==> src/rtl/brl_pkg.sv <==
// ----------------------------------------------------------------------------
// brl_pkg
// Shared types and constants of the line rasterizer: field widths, register
// indexes, reset values and the per-point flag group.
// ----------------------------------------------------------------------------
`default_nettype none

package brl_pkg;

  localparam int unsigned CoordBitsDefault = 12;
  localparam int unsigned StrideBits       = 13;
  localparam int unsigned ColorBits        = 32;
  localparam int unsigned ClipBits         = 12;
  localparam int unsigned AddrBits         = 24;
  localparam int unsigned CfgIndexBits     = 2;
  localparam int unsigned CfgDataBits      = 32;

  localparam logic [StrideBits-1:0] StrideReset = StrideBits'(600);
  localparam logic [ColorBits-1:0]  ColorReset  = 32'h00FF_FFFF;
  localparam logic [ClipBits-1:0]   ClipWReset  = ClipBits'(600);
  localparam logic [ClipBits-1:0]   ClipHReset  = ClipBits'(600);

  typedef enum logic [CfgIndexBits-1:0] {
    CfgStride = 2'd0,
    CfgColor  = 2'd1,
    CfgClipW  = 2'd2,
    CfgClipH  = 2'd3
  } cfg_idx_e;

  typedef enum logic {
    ReqStart   = 1'b0,
    ReqAdvance = 1'b1
  } req_e;

  typedef struct packed {
    logic write_en;
    logic done;
  } pt_flags_t;

endpackage

`default_nettype wire

==> src/rtl/brl_step.sv <==
// ----------------------------------------------------------------------------
// brl_step
// Line state and one error step per advance beat on an active line. Produces the point that the
// accepted beat emits, with its clip and end-of-line flags.
// ----------------------------------------------------------------------------
`default_nettype none

module brl_step #(
  parameter int unsigned COORD_BITS = brl_pkg::CoordBitsDefault
) (
  input  wire logic                               clk_i,
  input  wire logic                               rst_ni,
  input  wire logic                               step_en_i,
  input  wire logic                               req_type_i,
  input  wire logic signed [COORD_BITS-1:0]       start_x_i,
  input  wire logic signed [COORD_BITS-1:0]       start_y_i,
  input  wire logic signed [COORD_BITS-1:0]       end_x_i,
  input  wire logic signed [COORD_BITS-1:0]       end_y_i,
  input  wire logic        [brl_pkg::ClipBits-1:0] clip_w_i,
  input  wire logic        [brl_pkg::ClipBits-1:0] clip_h_i,
  output logic signed      [COORD_BITS-1:0]       pt_x_o,
  output logic signed      [COORD_BITS-1:0]       pt_y_o,
  output brl_pkg::pt_flags_t                      pt_flags_o
);

  localparam int unsigned DW  = COORD_BITS + 1;
  localparam int unsigned EW  = COORD_BITS + 3;
  localparam int unsigned E2W = COORD_BITS + 4;
  localparam int unsigned CW  =
    ((COORD_BITS > brl_pkg::ClipBits) ? COORD_BITS : brl_pkg::ClipBits) + 1;

  logic signed [COORD_BITS-1:0] cur_x_q, cur_x_d, cur_y_q, cur_y_d;
  logic signed [COORD_BITS-1:0] tgt_x_q, tgt_x_d, tgt_y_q, tgt_y_d;
  logic        [DW-1:0]         dx_q, dx_d, dy_q, dy_d;
  logic                         sx_neg_q, sx_neg_d, sy_neg_q, sy_neg_d;
  logic signed [EW-1:0]         err_q, err_d;
  logic                         active_q, active_d;

  logic signed [DW-1:0]  diff_x, diff_y;
  logic        [DW-1:0]  abs_x, abs_y;
  logic signed [E2W-1:0] e2;
  logic                  step_x, step_y;
  logic                  enable;
  logic                  done;
  logic                  in_clip;

  always_comb begin
    diff_x = {end_x_i[COORD_BITS-1], end_x_i} - {start_x_i[COORD_BITS-1], start_x_i};
    diff_y = {end_y_i[COORD_BITS-1], end_y_i} - {start_y_i[COORD_BITS-1], start_y_i};
    abs_x  = diff_x[DW-1] ? DW'(-diff_x) : DW'(diff_x);
    abs_y  = diff_y[DW-1] ? DW'(-diff_y) : DW'(diff_y);
    e2     = {err_q, 1'b0};
    step_x = e2 > -$signed({3'b000, dy_q});
    step_y = e2 < $signed({3'b000, dx_q});

    cur_x_d  = cur_x_q;
    cur_y_d  = cur_y_q;
    tgt_x_d  = tgt_x_q;
    tgt_y_d  = tgt_y_q;
    dx_d     = dx_q;
    dy_d     = dy_q;
    sx_neg_d = sx_neg_q;
    sy_neg_d = sy_neg_q;
    err_d    = err_q;
    enable   = 1'b1;

    unique case (brl_pkg::req_e'(req_type_i))
      brl_pkg::ReqStart: begin
        cur_x_d  = start_x_i;
        cur_y_d  = start_y_i;
        tgt_x_d  = end_x_i;
        tgt_y_d  = end_y_i;
        dx_d     = abs_x;
        dy_d     = abs_y;
        sx_neg_d = !(start_x_i < end_x_i);
        sy_neg_d = !(start_y_i < end_y_i);
        err_d    = $signed({2'b00, abs_x}) - $signed({2'b00, abs_y});
      end
      brl_pkg::ReqAdvance: begin
        if (active_q) begin
          if (step_x) begin
            cur_x_d = sx_neg_q ? cur_x_q - COORD_BITS'(1) : cur_x_q + COORD_BITS'(1);
          end
          if (step_y) begin
            cur_y_d = sy_neg_q ? cur_y_q - COORD_BITS'(1) : cur_y_q + COORD_BITS'(1);
          end
          err_d = err_q - (step_x ? $signed({2'b00, dy_q}) : '0)
                        + (step_y ? $signed({2'b00, dx_q}) : '0);
        end else begin
          enable = 1'b0;
        end
      end
      default: enable = 1'b0;
    endcase

    done     = (cur_x_d == tgt_x_d) && (cur_y_d == tgt_y_d);
    in_clip  = !cur_x_d[COORD_BITS-1] && !cur_y_d[COORD_BITS-1] &&
               (CW'(unsigned'(cur_x_d)) < CW'(clip_w_i)) &&
               (CW'(unsigned'(cur_y_d)) < CW'(clip_h_i));
    active_d = enable && !done;
  end

  assign pt_x_o              = cur_x_d;
  assign pt_y_o              = cur_y_d;
  assign pt_flags_o.write_en = enable && in_clip;
  assign pt_flags_o.done     = done;

  always_ff @(posedge clk_i or negedge rst_ni) begin
    if (!rst_ni) begin
      cur_x_q  <= '0;
      cur_y_q  <= '0;
      tgt_x_q  <= '0;
      tgt_y_q  <= '0;
      dx_q     <= '0;
      dy_q     <= '0;
      sx_neg_q <= 1'b0;
      sy_neg_q <= 1'b0;
      err_q    <= '0;
      active_q <= 1'b0;
    end else if (step_en_i) begin
      cur_x_q  <= cur_x_d;
      cur_y_q  <= cur_y_d;
      tgt_x_q  <= tgt_x_d;
      tgt_y_q  <= tgt_y_d;
      dx_q     <= dx_d;
      dy_q     <= dy_d;
      sx_neg_q <= sx_neg_d;
      sy_neg_q <= sy_neg_d;
      err_q    <= err_d;
      active_q <= active_d;
    end
  end

endmodule

`default_nettype wire

==> src/rtl/bresenham_line_rasterizer.sv <==
// ----------------------------------------------------------------------------
// bresenham_line_rasterizer
// Integer line engine for all octants: start beats load endpoints, advance
// beats take one error step; each beat yields one output point, clip-flagged.
// Pipeline: the step stage registers the point, then the address stage.
// Throughput: one beat per cycle unless m_axis_tready holds the output; the address multiply-add sets the second stage.
// Reset: line state cleared (no active line, point at origin), registers
// return to stride 600, color 0xFFFFFF, clip 600 by 600.
// ----------------------------------------------------------------------------
`default_nettype none

module bresenham_line_rasterizer #(
  parameter int unsigned COORD_BITS = brl_pkg::CoordBitsDefault
) (
  input  wire logic                                clk_i,
  input  wire logic                                rst_ni,
  input  wire logic                                cfg_we_i,
  input  wire logic [brl_pkg::CfgIndexBits-1:0]    cfg_index_i,
  input  wire logic [brl_pkg::CfgDataBits-1:0]     cfg_wdata_i,
  input  wire logic                                s_axis_tvalid,
  output logic                                     s_axis_tready,
  // start_x, start_y, end_x, end_y
  input  wire logic [((4*COORD_BITS+7)/8)*8-1:0]   s_axis_tdata,
  // req_type
  input  wire logic                                s_axis_tuser,
  output logic                                     m_axis_tvalid,
  input  wire logic                                m_axis_tready,
  // pixel_x, pixel_y, word_address, pixel_color
  output logic [((2*COORD_BITS+brl_pkg::AddrBits+brl_pkg::ColorBits+7)/8)*8-1:0]
                                                   m_axis_tdata,
  // write_enable
  output logic                                     m_axis_tuser,
  // line_done
  output logic                                     m_axis_tlast
);

  localparam int unsigned N   = COORD_BITS;
  localparam int unsigned OW  =
    ((2*N + brl_pkg::AddrBits + brl_pkg::ColorBits + 7) / 8) * 8;
  localparam int unsigned PW  = N + brl_pkg::StrideBits + 1;
  localparam int unsigned XW  = (PW > brl_pkg::AddrBits) ? PW : brl_pkg::AddrBits;

  logic [brl_pkg::StrideBits-1:0] stride_q;
  logic [brl_pkg::ColorBits-1:0]  color_q;
  logic [brl_pkg::ClipBits-1:0]   clip_w_q, clip_h_q;

  logic                   accept;
  logic                   s1_valid_q, s1_valid_d;
  logic signed [N-1:0]    s1_x_q, s1_y_q;
  brl_pkg::pt_flags_t     s1_flags_q;
  logic                   out_load;
  logic                   out_valid_q, out_valid_d;
  logic signed [N-1:0]    out_x_q, out_y_q;
  logic [brl_pkg::AddrBits-1:0] out_addr_q;
  brl_pkg::pt_flags_t     out_flags_q;

  logic signed [N-1:0]    pt_x, pt_y;
  brl_pkg::pt_flags_t     pt_flags;
  logic signed [PW-1:0]   prod;
  logic signed [XW-1:0]   addr_full;

  // config registers
  always_ff @(posedge clk_i or negedge rst_ni) begin
    if (!rst_ni) begin
      stride_q <= brl_pkg::StrideReset;
      color_q  <= brl_pkg::ColorReset;
      clip_w_q <= brl_pkg::ClipWReset;
      clip_h_q <= brl_pkg::ClipHReset;
    end else if (cfg_we_i) begin
      unique case (brl_pkg::cfg_idx_e'(cfg_index_i))
        brl_pkg::CfgStride: stride_q <= cfg_wdata_i[brl_pkg::StrideBits-1:0];
        brl_pkg::CfgColor:  color_q  <= cfg_wdata_i[brl_pkg::ColorBits-1:0];
        brl_pkg::CfgClipW:  clip_w_q <= cfg_wdata_i[brl_pkg::ClipBits-1:0];
        brl_pkg::CfgClipH:  clip_h_q <= cfg_wdata_i[brl_pkg::ClipBits-1:0];
        default: ;
      endcase
    end
  end

  // flow control
  assign out_load      = s1_valid_q && (!out_valid_q || m_axis_tready);
  assign s_axis_tready = !s1_valid_q || out_load;
  assign accept        = s_axis_tvalid && s_axis_tready;

  always_comb begin
    s1_valid_d  = accept ? 1'b1 : (out_load ? 1'b0 : s1_valid_q);
    out_valid_d = out_load ? 1'b1 : (m_axis_tready ? 1'b0 : out_valid_q);
  end

  brl_step #(
    .COORD_BITS (COORD_BITS)
  ) u_step (
    .clk_i      (clk_i),
    .rst_ni     (rst_ni),
    .step_en_i  (accept),
    .req_type_i (s_axis_tuser),
    .start_x_i  (s_axis_tdata[N-1:0]),
    .start_y_i  (s_axis_tdata[2*N-1:N]),
    .end_x_i    (s_axis_tdata[3*N-1:2*N]),
    .end_y_i    (s_axis_tdata[4*N-1:3*N]),
    .clip_w_i   (clip_w_q),
    .clip_h_i   (clip_h_q),
    .pt_x_o     (pt_x),
    .pt_y_o     (pt_y),
    .pt_flags_o (pt_flags)
  );

  // address: y * stride + x, wrapped to the address width
  always_comb begin
    prod      = PW'(s1_y_q) * PW'($signed({1'b0, stride_q}));
    addr_full = XW'(prod) + XW'(s1_x_q);
  end

  always_ff @(posedge clk_i or negedge rst_ni) begin
    if (!rst_ni) begin
      s1_valid_q  <= 1'b0;
      out_valid_q <= 1'b0;
    end else begin
      s1_valid_q  <= s1_valid_d;
      out_valid_q <= out_valid_d;
    end
  end

  always_ff @(posedge clk_i) begin
    if (accept) begin
      s1_x_q     <= pt_x;
      s1_y_q     <= pt_y;
      s1_flags_q <= pt_flags;
    end
    if (out_load) begin
      out_x_q     <= s1_x_q;
      out_y_q     <= s1_y_q;
      out_addr_q  <= addr_full[brl_pkg::AddrBits-1:0];
      out_flags_q <= s1_flags_q;
    end
  end

  assign m_axis_tvalid = out_valid_q;
  assign m_axis_tdata  = OW'({color_q, out_addr_q, out_y_q, out_x_q});
  assign m_axis_tuser  = out_flags_q.write_en;
  assign m_axis_tlast  = out_flags_q.done;

endmodule

`default_nettype wire

==> config.mk <==
export PLATFORM = sky130hd
export DESIGN_NAME = bresenham_line_rasterizer
export DESIGN_NICKNAME = d
export VERILOG_FILES = /design/src/rtl/brl_pkg.sv /design/src/rtl/brl_step.sv /design/src/rtl/bresenham_line_rasterizer.sv
export SDC_FILE = /design/constraint.sdc
export NUM_CORES = 1
export LEC_CHECK = 0
export BUFFER_PORTS_ARGS = -buffer_cell sky130_fd_sc_hd__buf_2
export CAP_MARGIN = 20
export CELL_PAD_IN_SITES_DETAIL_PLACEMENT = 0
export CELL_PAD_IN_SITES_GLOBAL_PLACEMENT = 1
export CORE_MARGIN = 5
export CORE_UTILIZATION = 40
export DETAILED_ROUTE_END_ITERATION = 6
export GPL_ROUTABILITY_DRIVEN = 0
export PLACE_DENSITY_LB_ADDON = 0.1
export SYNTH_ARGS = -nofsm -noshare
export SYNTH_HDL_FRONTEND = slang
export SYNTH_HIERARCHICAL = 1
export SYNTH_SLANG_ARGS = --single-unit
==> constraint.sdc <==
create_clock -name clk_i -period 5.7 [get_ports clk_i]
set_clock_uncertainty 0.15 [all_clocks]
set_input_delay 0.57 -clock clk_i [delete_from_list [all_inputs] [get_ports clk_i]]
set_output_delay 0.57 -clock clk_i [all_outputs]
set_load 0.01 [all_outputs]
After elaboration in Yosys (flattened, before gate mapping)
Index checks and enable logic that the tools add are counted.
{"block": "word_totals", "inputBits": 88, "output_inout_bits": 84, "wordCells": 100, "reg_bits": 239}
{"block": "op_classes", "order_cmp": 6, "reduce_logical": 26, "addsub": 13, "eq_ne": 6, "n_mul": 1, "muxes": 22, "bitwise": 1}
{"cell": "12-bit 2-to-1 mux", "n": 8}
{"cell": "13-bit 2-to-1 mux", "n": 4}
{"cell": "12-bit less-than comparator", "n": 4}
{"cell": "12-bit one-hot mux with 2 select lines", "n": 2}
{"cell": "15-bit one-hot mux with 2 select lines", "n": 1}
{"cell": "13-bit negator", "n": 2}
{"cell": "12-bit by 12-bit subtractor with 13-bit output", "n": 2}
{"cell": "12-bit by 2-bit adder with 12-bit output (second input constant)", "n": 2}
{"cell": "24-bit by 12-bit adder with 24-bit output", "n": 1}
{"cell": "12-bit == test", "n": 2}
{"cell": "12-bit by 14-bit multiplier with 24-bit output", "n": 1}
{"cell": "12-bit by 2-bit subtractor with 12-bit output (second input constant)", "n": 2}
{"cell": "16-bit > comparator", "n": 1}
{"cell": "16-bit by 14-bit less-than comparator with 1-bit output", "n": 1}
{"cell": "13-bit negator with 16-bit output", "n": 1}
{"cell": "15-bit adder", "n": 1}
{"cell": "15-bit 2-to-1 mux", "n": 1}
{"cell": "15-bit subtractor", "n": 1}
{"cell": "13-bit by 13-bit subtractor with 14-bit output", "n": 1}
{"cell": "2-bit AND reduction", "n": 6}
{"cell": "1-bit logical AND", "n": 8}
{"cell": "1-bit zero test", "n": 7}
{"cell": "1-bit 2-to-1 mux", "n": 6}
{"cell": "2-bit == test (second input constant)", "n": 2}
{"cell": "other kinds (6)", "n": 8}

Depth between registers and ports, before layout
Gate-level depths: netlist of the first run.
{"block": "logic_depth", "depth_word": 10, "depth_mapped": 30, "ltp_nobuf": 30}

Hierarchy
Netlist of the first run, hierarchy kept.
{"module": "bresenham_line_rasterizer", "area_per_inst_um2": 10730.3, "cells_each": 886, "seq_area_each_um2": 4103.9, "instances": 1}
{"module": "brl_step", "area_per_inst_um2": 10303.6, "cells_each": 1268, "seq_area_each_um2": 2302.2, "instances": 1}

Worst setup path after synthesis of the first run
No wires, ideal clock.
{"block": "synth_timing", "kind": "flip-flop to flip-flop", "start": "register u_step.dy_q[3]", "end": "register u_step.err_q[14]", "arrival_time_ps": 5945, "setup_ps": 87, "t_required_ps": 5463, "path_stages_with_launch": 28, "setup_slack_ps": -482, "n_path_buf": 0, "synth_period_minus_slack_ps": 6182, "cell_sequence": "dfrtp_1 -> nor4_1 -> nand2_1 -> or4_1 -> nor3_1 -> xor2_1 -> ha_1 -> nand4_1 -> or3_1 -> a21o_1 -> nand3_1 -> xor2_1 -> nor2_1 -> and2_1 -> fa_1 -> inv_1 -> ha_1 -> nor2b_1 -> o21ai_0 -> a21boi_0 -> o21ai_0 -> a21boi_0 -> o21ai_0 -> a21oi_1 -> o41ai_1 -> o21ai_0 -> or4_1 -> o211ai_1"}
{"block": "synth_between", "elab_chain_len": 7}
{"item": "start, declared", "line": "brl_step.sv:34", "rtl": "logic [DW-1:0] dx_q, dx_d, dy_q, dy_d;"}
{"item": "start signal, assigned", "line": "brl_step.sv:126", "rtl": "dy_q <= dy_d;"}
{"item": "13-bit negator with 16-bit output", "line": "brl_step.sv:53", "rtl": "step_x = e2 > -$signed({3'b000, dy_q});"}
{"item": "16-bit > comparator", "line": "brl_step.sv:53"}
{"item": "13-bit 2-to-1 mux (*)", "line": "brl_step.sv:87", "rtl": "err_d = err_q - (step_x ? $signed({2'b00, dy_q}) : '0)"}
{"item": "15-bit subtractor (*)", "line": "brl_step.sv:87"}
{"item": "15-bit adder (*)", "line": "brl_step.sv:88", "rtl": "+ (step_y ? $signed({2'b00, dx_q}) : '0);"}
{"item": "15-bit 2-to-1 mux (*)", "line": "brl_step.sv:80", "rtl": "if (active_q) begin"}
{"item": "15-bit one-hot mux with 2 select lines (*)", "line": "brl_step.sv:67", "rtl": "unique case (brl_pkg::req_e'(req_type_i))"}
{"item": "end signal, assigned", "line": "brl_step.sv:129", "rtl": "err_q <= err_d;"}
{"item": "end, declared", "line": "brl_step.sv:36", "rtl": "logic signed [EW-1:0] err_q, err_d;"}
Mark *: on every way between the ends. The rest lies on a longest branch, timed or not. The select of a mux whose other input is x is not followed.
A chain may end at the register's enable or synchronous reset.

Final worst setup path of the first run
{"block": "layout_timing", "start": "register u_step.dy_q[3]", "end": "register u_step.err_q[11]"}
The elaborated chain is that of the path after synthesis.

==> results of run 1 <==
[timing repair]
action	in CTS	in global routing
setup endpoints to repair	19	25
setup buffers	31	23
endpoints found under the hold margin	44	0
pin swaps	86	67
gates cloned	0	0
gates resized for setup	97	90
hold buffers	2	0
[registers in the layout, indices dropped and copies added (netlist names), 2 cells and up]
signal / flops
color_q: 32
u_step/err_q: 15
u_step/tgt_x_q: 12
u_step/tgt_y_q: 12
out_x_q: 12
u_step/cur_y_q: 12
u_step/dx_q: 13
u_step/cur_x_q: 12
s1_y_q: 12
clip_h_q: 12
s1_flags_q: 2
u_step/dy_q: 13
clip_w_q: 12
stride_q: 13
s1_x_q: 12
out_addr_q: 24
out_y_q: 12
[per-stage QoR]
step,TNS [ps],instance area [um2],util [%],hold WS (ps)
after floorplan,-142,21100,-,124
after global placement,-4840,24100,46.0,266
after detailed placement,-5810,24100,46.0,269
after CTS,-680,25900,49.4,11.9
after global routing,-4080,26400,50.4,28.6
final,-1150,26400,50.4,52.8
[logic make-up (layout without fill, tap and decap cells)]
family                   count (synthesis)  count (layout)  synth area share (%)
multiplexers                           124             124                  6.51
AO/OA/AOI/OAI                          330             330                  10.5
flip-flops                             239             239                  30.5
XOR/XNOR                               136             136                  5.66
adder cells (fa/ha/maj)                354             354                  26.4
buffers and inverters                  367             777                  6.73
other                                    0               1                     0
AND/OR/NAND/NOR                        604             604                  13.7
[layout by cell type (no fill, tap or decap), types with 71 or more instances in the layout]
master | synthesis | final
sky130_fd_sc_hd__ha_1 | 204 | 180
sky130_fd_sc_hd__dfrtp_1 | 127 | 124
sky130_fd_sc_hd__xnor2_1 | 84 | 82
sky130_fd_sc_hd__nor2_1 | 99 | 94
sky130_fd_sc_hd__mux2_2 | 102 | 102
sky130_fd_sc_hd__a21oi_1 | 89 | 71
sky130_fd_sc_hd__buf_2 | 4 | 169
sky130_fd_sc_hd__fa_1 | 150 | 142
sky130_fd_sc_hd__and2_1 | 86 | 71
sky130_fd_sc_hd__inv_1 | 299 | 289
sky130_fd_sc_hd__buf_4 | 2 | 229
sky130_fd_sc_hd__edfxtp_1 | 76 | 76
sky130_fd_sc_hd__nand2_1 | 256 | 250
[layer usage]
metal	track usage [%]	vias up
li1	-	7995
met3	2.56	142
met4	9.27	0
met1	28.0	8162
met2	40.0	332
met5	0	-
[final cells by class]
cell class | count | area [um2]
antenna | 1 | 2.50
clock buffer | 41 | 865
clock inverter | 15 | 267
fill | 4910 | 26000
inverter | 299 | 1120
multi-input combinational | 1548 | 14000
sequential | 239 | 6410
tap | 688 | 861
timing repair buffer | 422 | 2840
[path summary, 6_finish.rpt]
check | endpoint | startpoint | depth (start not counted)
setup / recovery | u_step/err_q[11]$_DFFE_PN0P_ | u_step/dy_q[3]$_DFFE_PN0P_ | 28
hold / removal | color_q[13]$_DFFE_PN1P_ | cfg_wdata_i[13] | 2
setup reg to reg | u_step/err_q[11]$_DFFE_PN0P_ | u_step/dy_q[3]$_DFFE_PN0P_ | 28
hold reg to reg | m_axis_tuser$_DFFE_PP_ | s1_flags_q[1]$_DFFE_PP_ | 0
max in group asynchronous | u_step/cur_y_q[2]$_DFFE_PN0P_ | rst_ni | 3
min in group asynchronous | u_step/tgt_x_q[9]$_DFFE_PN0P_ | rst_ni | 2
==> summary.md, run 1 <==
| Metric | Value |
|---|---|
| Status | finished, violations left |
| Failing checks | setup timing |
| Final Max Tran Viols | 0 |
| DR WL met2 | 32.7 mm |
| Master cell of the clock root buffer | sky130_fd_sc_hd__clkbuf_16 |
| Level count of the clock H-tree | 1 |
| Die Footprint | 57300 um2 |
| Number of enable-type register cells in the synthesized netlist | 76 |
| CP Buf/Inv Count | 3 |
| Initial Utilization | around two fifths |
| Share of final-layout standard cells stronger than drive strength 1 | 30.0% |
| Max Fanout on Critical Path | 3 |
| Placement Setup Slack | -691 ps |
| Final instance count without filler cells | ~3.3k |
| Number of antenna violations at the first check in global routing | 1 |
| Crit path largest cell delay | 560 ps |
| Clock tree buffer depth | 3 |
| # Max-Cap Violations | 0 |
| Core region area | roughly 52000 um2 |
| Iteration count of the initial detailed-routing pass | 5 |
| Final-report setup violation count | 10 |
| Via count | about 17k |
| Vias in the first global route | 17.5k |
| Detail-routed net length per standard cell | 20.0 um |
| Minimum setup slack in the final design | -208 ps |
| Most used DFF post-synth | sky130_fd_sc_hd__dfrtp_1 |
| Syn nets | 2596 |
| Average cell area after synthesis | 9.77 um2 |
| First-pass GRT wire length | 101 mm |
| Post-synth cell types | 87 |
| Area growth, synth to finish | 25.4% |
| Achievable Freq | 169 MHz |
| Yosys warns | 6 |
| Worst EP arrival | roughly 6300 ps |
| Detailed Place HPWL | 52.3 mm |
| Setup repair after global routing missed its margin | true |
| Endpoint required time on the critical path | ~6100 ps |
| Clock buffers created by TritonCTS | 30 |
| Crit path top cell by count | sky130_fd_sc_hd__o21ai_2 |
| Element type at the critical path end | flop |
| Post-synth top cells | sky130_fd_sc_hd__inv_1, sky130_fd_sc_hd__nand2_1, sky130_fd_sc_hd__ha_1 |
| Clock latency reported for the late side of the worst-skew pair | 600 ps |
| Clock tree from TritonCTS | done |
| Final critical delay including setup and external delays | a little under 6000 ps |
| Dominant delay contributor by cell family on the critical path | simple AND/OR/NAND/NOR gates |
| Clock sink count | ~240 |
| Total global routing track utilization | 22.6% |
| Cell area after synthesis | roughly 21000 um2 |
| Final hold vios | 0 |
| Total overflow reported by the global router | 0 |
| I/O pin cnt | 172 |
| I/O Buffers | about 170 |
| Std-Cell Rows | between 80 and 90 |
| Via-to-Cell Ratio | 5.11 |
| Vertical extent of the die | 239 um |
| Share of async-settable or async-resettable flops after synthesis | 68.2% |
| Number of DRC violations after detailed-routing iteration 0 | just over 700 |
| Post-synth top area cell | sky130_fd_sc_hd__dfrtp_1 |
| Number of synthesized register bits | 239 |
| M1 wire length | 27.0 mm |
| Cell types occupying the most area after synthesis | sky130_fd_sc_hd__dfrtp_1, sky130_fd_sc_hd__fa_1, sky130_fd_sc_hd__ha_1 |
| Share of the clock period used by the worst path | 104% |
| Sequential element share of the synthesized area | between 30% and 40% |
| Post-route antenna net violation count | 0 |
| DRC violations left | 0 |
| Most common cell in the netlist | sky130_fd_sc_hd__inv_1 |
| Worst min-delay path category | in -> reg |
| Slack of the worst reg-to-reg path | -210 ps |
| Syn Inst Count | between 2k and 2.5k |
| Worst-path cell with the longest stage delay | sky130_fd_sc_hd__fa_2 |
| Critical path launch point type | flop |
| Clock transition time at the flip-flop clock pins of the worst setup and hold paths | 70 ps |
| Critical path start-end classification | reg -> reg |
| Cell total after placement | 3148 |
| Metal3 WL | roughly 2.2 mm |
| Nets@finish | 2982 |
| Area share of the largest cell type after synthesis | 15.1% |
| Total routed wirelength | around 65 mm |
| Relative slew slack | 38.2% |
| Horizontal die dimension | 239 um |
| Slew @ Worst Pin | between 900 and 1000 ps |
| Maximum number of pins on one net before global-route repair | 64 |
| Highest signal layer in the routed design | met4 |
Power of run 1 is not shown: default switching activity piles up to over one toggle a cycle in this logic, so the estimate is an artifact.
==> run 2: changes to the inputs <==
--- a/config.mk
+++ b/config.mk
@@ -10,7 +10,7 @@
 export CELL_PAD_IN_SITES_DETAIL_PLACEMENT = 0
 export CELL_PAD_IN_SITES_GLOBAL_PLACEMENT = 1
 export CORE_MARGIN = 5
-export CORE_UTILIZATION = 40
+export CORE_UTILIZATION = 35
 export DETAILED_ROUTE_END_ITERATION = 6
 export GPL_ROUTABILITY_DRIVEN = 0
 export PLACE_DENSITY_LB_ADDON = 0.1
==> run 2 against run 1 <==
Final cell count up 2.6%. Core utilization down 5.8 points. Largest cell class unchanged. Fmax down 2.2%. Non-clock buffer count up 1. Via count down 0.94%. Global-route usage down 2.7 points. Sequential share of layout area hardly changed. The flow still finishes with violations (setup timing). Critical path depth up 3. Clock-buffer cell count grew 2. Register-to-register slack lost 130 ps. Design area hardly changed. Routed wire length decreased by 0.19%.
==> summary.md, run 2 (same netlist as run 1, synthesis figures left out) <==
| Metric | Value |
|---|---|
| Nets@finish | 2983 |
| Core region area | 59200 um2 |
| Detailed Place HPWL | 52.8 mm |
| DRC violations left | 0 |
| Critical path start-end classification | reg -> reg |
| Initial Utilization | a little over a third |
| Master cell of the clock root buffer | sky130_fd_sc_hd__clkbuf_16 |
| Horizontal die dimension | 255 um |
| Clock tree buffer depth | 3 |
| Number of flip-flops under the largest register name | 32 |
| First-pass GRT wire length | around 100 mm |
| Vias in the first global route | 17.3k |
| Worst EP arrival | 6420 ps |
| Total global routing track utilization | 19.9% |
| Status | finished, violations left |
| Register with the highest flop count | color_q |
| Total overflow reported by the global router | 0 |
| Failing checks | setup timing |
| Final critical delay including setup and external delays | 6040 ps |
| Vertical extent of the die | 255 um |
| Slew @ Worst Pin | 894 ps |
| Most common library cell in the layout ignoring fill and taps | sky130_fd_sc_hd__inv_1 |
| Achievable Freq | around 170 MHz |
| Post-route antenna net violation count | 0 |
| Maximum number of pins on one net before global-route repair | 80 |
| Element type at the critical path end | flop |
| Clock sink count | around 240 |
| Iteration count of the initial detailed-routing pass | 5 |
| Via-to-Cell Ratio | slightly below 5 |
| Final Max Tran Viols | 0 |
| Number of DRC violations after detailed-routing iteration 0 | between 700 and 800 |
| Endpoint required time on the critical path | 6070 ps |
| I/O Buffers | around 170 |
| Die Footprint | 65100 um2 |
| Clock tree from TritonCTS | done |
| Relative slew slack | between 40% and 50% |
| Largest registers | color_q x32, out_addr_q x24, u_step/err_q x15 |
| Share of the clock period used by the worst path | 106% |
| Crit path largest cell delay | 470 ps |
| Final Hold Slack | roughly 40 ps |
| Level count of the clock H-tree | 1 |
| Detail-routed net length per standard cell | a little under 20 um |
| Share of final-layout standard cells stronger than drive strength 1 | between 20% and 30% |
| # Max-Cap Violations | 0 |
| Std-Cell Rows | 89 |
| Worst-path cell with the longest stage delay | sky130_fd_sc_hd__or4_4 |
| Total Neg Setup Slack | -1930 ps |
| Crit path top cell by count | sky130_fd_sc_hd__buf_4 |
| Minimum setup slack in the final design | -341 ps |
| Critical path launch point type | flop |
| ANT cells | 0 |
| Number of antenna violations at the first check in global routing | 0 |
| Via count | 16.5k |
| Clock transition time at the flip-flop clock pins of the worst setup and hold paths | ~70 ps |
| Total routed wirelength | 65.1 mm |
| Final-report setup violation count | 12 |
| Clock buffers created by TritonCTS | 30 |
| I/O pin cnt | 172 |
| Leading cell types in the layout, fill and taps excluded | sky130_fd_sc_hd__inv_1, sky130_fd_sc_hd__nand2_1, sky130_fd_sc_hd__buf_4, sky130_fd_sc_hd__ha_1, sky130_fd_sc_hd__buf_2 |
| Max Fanout on Critical Path | 3 |
| Final hold vios | 0 |
| Area growth, synth to finish | 25.5% |
| Worst min-delay path category | in -> reg |
| Setup repair after global routing missed its margin | true |
| Clock latency reported for the late side of the worst-skew pair | 600 ps |
==> run 2: cell count changes in the layout (fill, tap and decap cells not counted), sizes merged <==
cell,before,now
clkinvlp,0,2
inv,300,301
dlygate4sd3,2,1
clkbuf,41,43
clkinv,7,8
diode,1,0
buf,420,422
bufinv,7,1
==> run 2: worst paths after layout <==
| check | end | cells past startpoint | from | slack, ps |
|---|---|---|---|---|
| min reg2reg | m_axis_tuser$_DFFE_PP_ | 0 | s1_flags_q[1]$_DFFE_PP_ | 270 |
| max reg2reg | u_step/err_q[12]$_DFFE_PN0P_ | 31 | u_step/dy_q[5]$_DFFE_PN0P_ | -340 |
| max | u_step/err_q[12]$_DFFE_PN0P_ | 31 | u_step/dy_q[5]$_DFFE_PN0P_ | -340 |
| max in group asynchronous | stride_q[5]$_DFFE_PN0P_ | 3 | rst_ni | 3730 |
| min in group asynchronous | u_step/cur_x_q[6]$_DFFE_PN0P_ | 2 | rst_ni | 440 |
| min | s1_valid_q$_DFFE_PN0P_ | 2 | s_axis_tvalid | 40 |
==> run 2: worst max-delay path: cells and delay by family (launching register included) <==
kind / cells / cell delay (ps)
buf+inv: 6 / 840
simple gates: 8 / 1580
fa+ha+maj: 3 / 1120
flops: 1 / 380
compound gates: 11 / 1380
xor+xnor: 3 / 520
==> run 2: repair_timing <==
action	4_1_cts	5_1_grt
resized for setup	82	84
setup buffers	24	19
pin swaps	78	95
hold buffers	1	0
setup endpoints to repair	18	23
endpoints found under the hold margin	68	0
==> run 2: metrics by stage <==
step | setup WS, ps | instance area [um2] | util [%] | instances
2_1_floorplan | -142 | 21100 | - | 2154
3_3_place_gp | -469 | 24200 | 40.9 | 3242
3_5_place_dp | -599 | 24200 | 40.9 | 3242
4_1_cts | -186 | 25900 | 43.7 | 3322
5_1_grt | -568 | 26400 | 44.5 | 3338
6_report | -341 | 26400 | 44.5 | 3338
==> run 2: final cells by class <==
class	count	area (um2)
inverter	299	1120
clock inverter	13	130
clock buffer	43	935
tap	773	967
sequential	239	6410
timing repair buffer	423	2830
multi-input combinational	1548	14000
fill	5796	32900
==> run 2: per-layer routing <==
metal  wire length [um]  part of all wire, %  global-route usage (%)  vias to the layer above
met2              30500                   47                    33.3                      275
met3               2170                  3.3                    2.02                       67
met1              31000                   48                    28.3                     8141
li1                   -                    -                       -                     7992
met4               1440                  2.2                    3.69                        0
met5                  0                    0                       0                        -
Power of run 2 is left out for the same reason.
